===== src/csr_sparse_matrix_vector_multiply_assert.svh =====
// assertion macros used by the sparse matrix-vector multiply-accumulate block
// each expects clk and rst_n in the scope of use
`ifndef CSR_SPARSE_MATRIX_VECTOR_MULTIPLY_ASSERT_SVH
`define CSR_SPARSE_MATRIX_VECTOR_MULTIPLY_ASSERT_SVH

// condition holds in the same cycle as the trigger
`define CSMV_ASSERT_SAME(lbl, trig, cond) \
  lbl: assert property (@(posedge clk) disable iff (!rst_n) (trig) |-> (cond)) \
    else $error("csmv same-cycle check failed");

// condition holds in the cycle after the trigger
`define CSMV_ASSERT_NEXT(lbl, trig, cond) \
  lbl: assert property (@(posedge clk) disable iff (!rst_n) (trig) |=> (cond)) \
    else $error("csmv next-cycle check failed");

`endif


===== src/csmv_pkg.sv =====
package csmv_pkg;

  // default vector store size
  localparam int CSMV_MAX_DIM = 1024;

  // field widths
  localparam int CSMV_IDX_W   = 10;
  localparam int CSMV_VAL_W   = 32;
  localparam int CSMV_SUM_W   = 64;
  localparam int CSMV_ROWS_W  = 11;
  localparam int CSMV_OP_W    = 2;
  localparam int CSMV_IN_TDATA_W  = 48;
  localparam int CSMV_OUT_TDATA_W = 80;

  // reset value of the row count register
  localparam logic [CSMV_ROWS_W-1:0] CSMV_ROWS_RST = 11'd1024;

  // input item kinds
  typedef enum logic [CSMV_OP_W-1:0] {
    OP_LOAD    = 2'd0,
    OP_NONZERO = 2'd1,
    OP_EMPTY   = 2'd2
  } csmv_op_t;

  // control that travels with an item down the pipeline
  typedef struct packed {
    logic acc;       // item adds a product
    logic close;     // item ends the row
    logic in_range;  // column lies inside the vector store
  } csmv_ctrl_t;

endpackage


===== src/csmv_mac.sv =====
module csmv_mac
  import csmv_pkg::*;
(
  input  logic                    clk,
  input  logic                    rst_n,
  // configuration
  input  logic                    cfg_we,
  input  logic [CSMV_ROWS_W-1:0]  cfg_wdata,
  // from the vector read stage
  input  logic                    s1_valid,
  input  csmv_ctrl_t              s1_ctrl,
  input  logic [CSMV_VAL_W-1:0]   s1_value,
  input  logic [CSMV_VAL_W-1:0]   vec_rdata,
  output logic                    advance,
  // result
  output logic                    out_valid_r,
  input  logic                    out_ready,
  output logic [CSMV_IDX_W-1:0]   out_row_r,
  output logic [CSMV_SUM_W-1:0]   out_sum_r,
  output logic                    out_sat_r,
  output logic                    out_last_r
);

  localparam logic [CSMV_SUM_W-1:0] SUM_MAX = {1'b0, {(CSMV_SUM_W-1){1'b1}}};
  localparam logic [CSMV_SUM_W-1:0] SUM_MIN = {1'b1, {(CSMV_SUM_W-1){1'b0}}};

  logic                    v2_r;
  csmv_ctrl_t              ctrl2_r;
  logic [CSMV_SUM_W-1:0]   prod_r;
  logic [CSMV_VAL_W-1:0]   operand;
  logic [CSMV_SUM_W-1:0]   acc_r;
  logic [CSMV_SUM_W-1:0]   acc_nxt;
  logic                    sat_r;
  logic                    sat_nxt;
  logic [CSMV_IDX_W-1:0]   cnt_r;
  logic [CSMV_IDX_W-1:0]   cnt_nxt;
  logic [CSMV_ROWS_W-1:0]  rows_r;
  logic [CSMV_ROWS_W-1:0]  last_sel;
  logic                    is_last;
  logic [CSMV_SUM_W:0]     sum_wide;
  logic                    ovf;
  logic [CSMV_SUM_W-1:0]   sum_clip;
  logic                    step;
  logic                    emit;

  // pipeline moves unless a result is held back by the receiver
  assign advance = !out_valid_r || out_ready;
  assign step    = advance && v2_r;
  assign emit    = step && ctrl2_r.close;

  // row count register
  always_ff @(posedge clk) begin
    if (!rst_n) begin
      rows_r <= CSMV_ROWS_RST;
    end else if (cfg_we) begin
      rows_r <= cfg_wdata;
    end
  end

  // multiply stage, unused or out-of-range columns read as zero
  assign operand = (s1_ctrl.acc && s1_ctrl.in_range) ? vec_rdata : '0;

  always_ff @(posedge clk) begin
    if (!rst_n) begin
      v2_r <= 1'b0;
    end else if (advance) begin
      v2_r <= s1_valid;
    end
  end

  always_ff @(posedge clk) begin
    if (advance) begin
      ctrl2_r <= s1_ctrl;
      prod_r  <= CSMV_SUM_W'($signed(s1_value) * $signed(operand));
    end
  end

  // saturating accumulate
  always_comb begin
    sum_wide = {acc_r[CSMV_SUM_W-1], acc_r} + {prod_r[CSMV_SUM_W-1], prod_r};
    ovf      = sum_wide[CSMV_SUM_W] != sum_wide[CSMV_SUM_W-1];
    sum_clip = ovf ? (sum_wide[CSMV_SUM_W] ? SUM_MIN : SUM_MAX)
                   : sum_wide[CSMV_SUM_W-1:0];
  end

  // row bookkeeping
  always_comb begin
    last_sel = rows_r - CSMV_ROWS_W'(1);
    is_last  = {1'b0, cnt_r} == last_sel;
    acc_nxt  = acc_r;
    sat_nxt  = sat_r;
    cnt_nxt  = cnt_r;
    if (step) begin
      if (ctrl2_r.close) begin
        acc_nxt = '0;
        sat_nxt = 1'b0;
        cnt_nxt = is_last ? '0 : cnt_r + CSMV_IDX_W'(1);
      end else begin
        acc_nxt = sum_clip;
        sat_nxt = sat_r | ovf;
      end
    end
  end

  always_ff @(posedge clk) begin
    if (!rst_n) begin
      acc_r <= '0;
      sat_r <= 1'b0;
      cnt_r <= '0;
    end else begin
      acc_r <= acc_nxt;
      sat_r <= sat_nxt;
      cnt_r <= cnt_nxt;
    end
  end

  // result register
  always_ff @(posedge clk) begin
    if (!rst_n) begin
      out_valid_r <= 1'b0;
    end else if (advance) begin
      out_valid_r <= emit;
    end
  end

  always_ff @(posedge clk) begin
    if (emit) begin
      out_row_r  <= cnt_r;
      out_sum_r  <= sum_clip;
      out_sat_r  <= sat_r | ovf;
      out_last_r <= is_last;
    end
  end

  `include "csr_sparse_matrix_vector_multiply_assert.svh"

  `CSMV_ASSERT_SAME(a_stall_only_on_result, !advance, out_valid_r)
  `CSMV_ASSERT_NEXT(a_clip_pins_acc, step && !ctrl2_r.close && ovf,
                    acc_r == SUM_MAX || acc_r == SUM_MIN)
  `CSMV_ASSERT_NEXT(a_close_clears_row, emit, acc_r == '0 && !sat_r)
  `CSMV_ASSERT_SAME(a_last_row_wraps, out_valid_r && out_last_r, cnt_r == '0)

endmodule


===== config.mk =====
export PLATFORM = sky130hd
export DESIGN_NAME = csmv_mac
export DESIGN_NICKNAME = d
export VERILOG_FILES = /design/src/csmv_pkg.sv /design/src/csmv_mac.sv
export VERILOG_INCLUDE_DIRS = /design/src /design/src/src
export SDC_FILE = /design/constraint.sdc
export NUM_CORES = 2
export LEC_CHECK = 0
export BUFFER_PORTS_ARGS = -buffer_cell sky130_fd_sc_hd__buf_2
export CORE_MARGIN = 2
export CORE_UTILIZATION = 60
export DETAILED_ROUTE_END_ITERATION = 12
export GPL_TIMING_DRIVEN = 0
export PLACE_DENSITY = 0.77
export SYNTH_ARGS = -nofsm -noshare
export SYNTH_HDL_FRONTEND = slang
export SYNTH_SLANG_ARGS = --single-unit

===== constraint.sdc =====
create_clock -name clk -period 27.8 [get_ports clk]
set_clock_uncertainty 0.2 [all_clocks]
set_input_delay 1.39 -clock clk [delete_from_list [all_inputs] [get_ports clk]]
set_output_delay 1.39 -clock clk [all_outputs]
set_load 0.1 [all_outputs]

==> flow_metrics.tcl <==
set metrics [dict create \
    run_status "finished clean" \
    rows 103 \
    wl_met1_mm 54.7 \
    cts_num_sinks 229 \
    netlist_area_um2 48000 \
    post_cts_buffers 0 \
    path_max_fanout 11 \
    die_area_um2 82300 \
    grt_max_degree 69 \
    async_flop_share 0 \
    powerDensity_nw_per_um2 104 \
    cts_htree_levels 1 \
    avgViaCountPerCell 5.92 \
    drtIter0Drc 3788 \
    cp_common_cell "fa_1" \
    syn_to_final_growth_pct 5.86 \
    r2r_slack_ns 22.88 \
    critical_path_class "in -> reg" \
    clock_latency_ns 0.51 \
    worstHoldPathType "reg -> reg" \
    die_w_um 287 \
    cp_slowest_cell "fa_1" \
    core-area_um2 79100 \
    n_fill_cell 6556 \
    start_util 0.607 \
    period_share 0.436 \
    fmax_ghz 0.0825 \
    highest-signal-layer "met5" \
    grt_pass1_vias 39100 \
    place_area_um2 50200 \
    critPathBufInv 11 \
    finalHoldViolations 0 \
    postLayoutCellArea_um2 50800 \
    antenna_found_initial 17 \
    cp-start-kind "input pin" \
    rsz0062_at_grt "false" \
    arrival_ns 12.15 \
    dp_hpwl_mm 128 \
    cts_hold_buf 0 \
    route.met3.wl_mm 23.0 \
    final-seq-area_um2 6000 \
    drc 0 \
    holdPathEnd "sat_r" \
    p_leak_uw 0.0246 \
    r2r-end "out_sum_r[2]" \
    end_kind "flip-flop" \
    antenna_left 0 \
    hp-start "sat_r" \
    setup-tns-final_ns 0 \
    yosys.cell_types.count 74 \
    preCtsSetupSlack_ns 15.47 \
    first_pass_iters 6 \
    holdPathStages 2 \
    fin_cells 6295 \
    met2WireLength_mm 66.9 \
    yosysWarnings 0 \
    nNetsFinal 6642 \
    critical-path-max-stage-delay_ns 1.12 \
    slew-limit-headroom 0.101 \
    syn_inst 5044 \
    reg2regPathDepth 14 \
    ctsLongestPathBuffers 3 \
    cts_buffers 18 \
    num_vias 37300 \
    synth_nets 6460 \
    worst_pin_slew_ns 1.34 \
    dp_cells 6256 \
    required_ns 27.82 \
    ys_ff_latch 229 \
    wire_per_inst_um 25.0 \
    synth_edf_count 141 \
    reg2reg_from "prod_r[0]" \
    die_h_um 287 \
    ioPinCount 161 \
    max_cap_viol_count 0 \
    cts_resized 0 \
    setup_slack_ns 15.67 \
    maxSlewViolCount 0 \
    grt_pass1_wl_mm 236 \
    portBuffers 160 \
    cts_root_buffer "clkbuf_16" \
    final_util 0.643 \
    gp_congestion 1.14 \
    grt_overflow_total 0 \
    fin_crit_ns 12.13 \
    ys.flop_type "edfxtp_1" \
    track_usage 0.391 \
    drive_above_1_share 0.0500 \
    multi_input_area_um2 37200 \
    vdd_drop_max_v 0.000120 \
    crit_family "adder cells" \
    cts_tree "done" \
    wl_mm 157 \
    setup_viol 0 \
    path_clk_slew_ns 0.08 \
    syn_avg_cell_area_um2 9.52 \
    ys_seq_area_frac 0.125 \
]
==> cells in the final DEF (no fill, tap or decap), types with 8 or more instances in the layout <==
master / count
nor2b_1: 31
clkbuf_1: 244
o211ai_1: 10
inv_1: 993
a211oi_1: 13
a21o_1: 65
edfxtp_1: 141
o21ai_1: 32
nand2_1: 637
o21ai_0: 64
maj3_1: 8
nor2_1: 185
and3_1: 55
nand3_1: 23
dfxtp_1: 88
or2_2: 10
mux2i_1: 14
a211o_1: 8
ha_1: 250
o21ai_2: 20
a31oi_1: 16
clkbuf_16: 19
nor3_1: 18
buf_2: 170
nand4_1: 33
xor2_1: 47
and2_1: 515
o21bai_1: 28
xnor2_1: 98
nand2b_1: 14
a21oi_1: 147
fa_1: 1083
o21a_1: 20
a22o_1: 14
==> worst register-to-register path, stage by stage (launching register included) <==
cell and delay [ns]:
edfxtp_1 0.40, ha_1 0.27, inv_1 0.08, fa_1 0.40, nand2b_1 0.18, a21o_1 0.18
a311o_1 0.39, a211oi_2 0.32, a31oi_1 0.37, o21ai_2 0.42, a41oi_2 0.21, a21oi_2 0.34
nand2_1 0.37, buf_2 0.34, a21oi_1 0.26
==> flip-flops by register name (all words and copies together) (netlist names) <==
| signal | flops |
|---|---|
| out_valid_r | 1 |
| out_row_r | 10 |
| rows_r | 11 |
| v2_r | 1 |
| ctrl2_r | 1 |
| out_sum_r | 64 |
| out_last_r | 1 |
| cnt_r | 10 |
| acc_r | 64 |
| out_sat_r | 1 |
| sat_r | 1 |
| prod_r | 64 |
==> where the power goes <==
group	switching [uW]	leakage, uW	internal [uW]
logic	2710	0.0222	1620
clock network	127	0.000293	147
registers	41.9	0.00210	629
==> worst max-delay path by stage <==
stage	from	end	cells after the start
after floorplan	s1_ctrl[2]	prod_r[61]	33
after global placement	s1_ctrl[0]	prod_r[63]	30
after detailed placement	s1_ctrl[0]	prod_r[63]	30
after CTS	s1_ctrl[0]	prod_r[63]	30
after global routing	s1_ctrl[0]	prod_r[63]	30
final	s1_ctrl[0]	prod_r[63]	30
==> kinds of logic after synthesis <==
family,after synthesis,synth area share
muxes,14,0.00292
xor gates and xnor gates,145,0.0264
buffers and inverters,1266,0.100
DFF,229,0.125
and+or+nand+nor,1553,0.159
adders and majority gates,1341,0.518
AOI/OAI and AO/OA,496,0.0680
==> through the flow <==
stage / hold slack [ns] / power [uW]
after detailed placement: 0.247 / 4880
after floorplan: 0.227 / 3740
after CTS: 0.258 / 5180
after global routing: 0.274 / 5750
after global placement: 0.239 / 4800
final: 0.258 / 5280
==> layer usage <==
metal	vias up	track usage
li1	15600	-
met1	18300	0.469
met2	2577	0.593
met3	742	0.160
met4	8	0.235
met5	-	0
==> layout make-up <==
class,instances,area share
flip-flops and latches,229,0.118
diodes,7,0.000344
multi-input cells,3549,0.732
plain buffers,272,0.0215
clock inverters,13,0.00290
clock buffers,19,0.00935
inverters,994,0.0734
repair buffers,162,0.0168
well taps,1050,0.0258
==> synthesized netlist by cell type (all sizes together) (5+ instances only) <==
cell type | count | area share
o21bai | 28 | 0.0044
clkbuf | 246 | 0.019
a21oi | 148 | 0.015
ha | 250 | 0.065
and3 | 55 | 0.0072
dfxtp | 88 | 0.037
mux2i | 14 | 0.0029
nand3 | 24 | 0.0026
nor3 | 18 | 0.0019
a211o | 8 | 0.0015
o211ai | 10 | 0.0016
nand2 | 638 | 0.050
edfxtp | 141 | 0.088
nand4 | 33 | 0.0043
nand2b | 14 | 0.0018
o21ai | 116 | 0.014
xnor2 | 98 | 0.018
nor4 | 7 | 0.00091
a221o | 7 | 0.0015
a22o | 14 | 0.0026
or2 | 11 | 0.0014
and2 | 515 | 0.067
a211oi | 17 | 0.0031
nor2b | 31 | 0.0040
nor2 | 186 | 0.015
a311o | 5 | 0.0010
fa | 1083 | 0.45
inv | 994 | 0.078
a41oi | 7 | 0.0016
o21a | 20 | 0.0031
a31oi | 16 | 0.0021
a21o | 65 | 0.010
xor2 | 47 | 0.0086
maj3 | 8 | 0.0017
buf | 26 | 0.0035
or3 | 7 | 0.00091
Power figures use the tool's default switching activity.
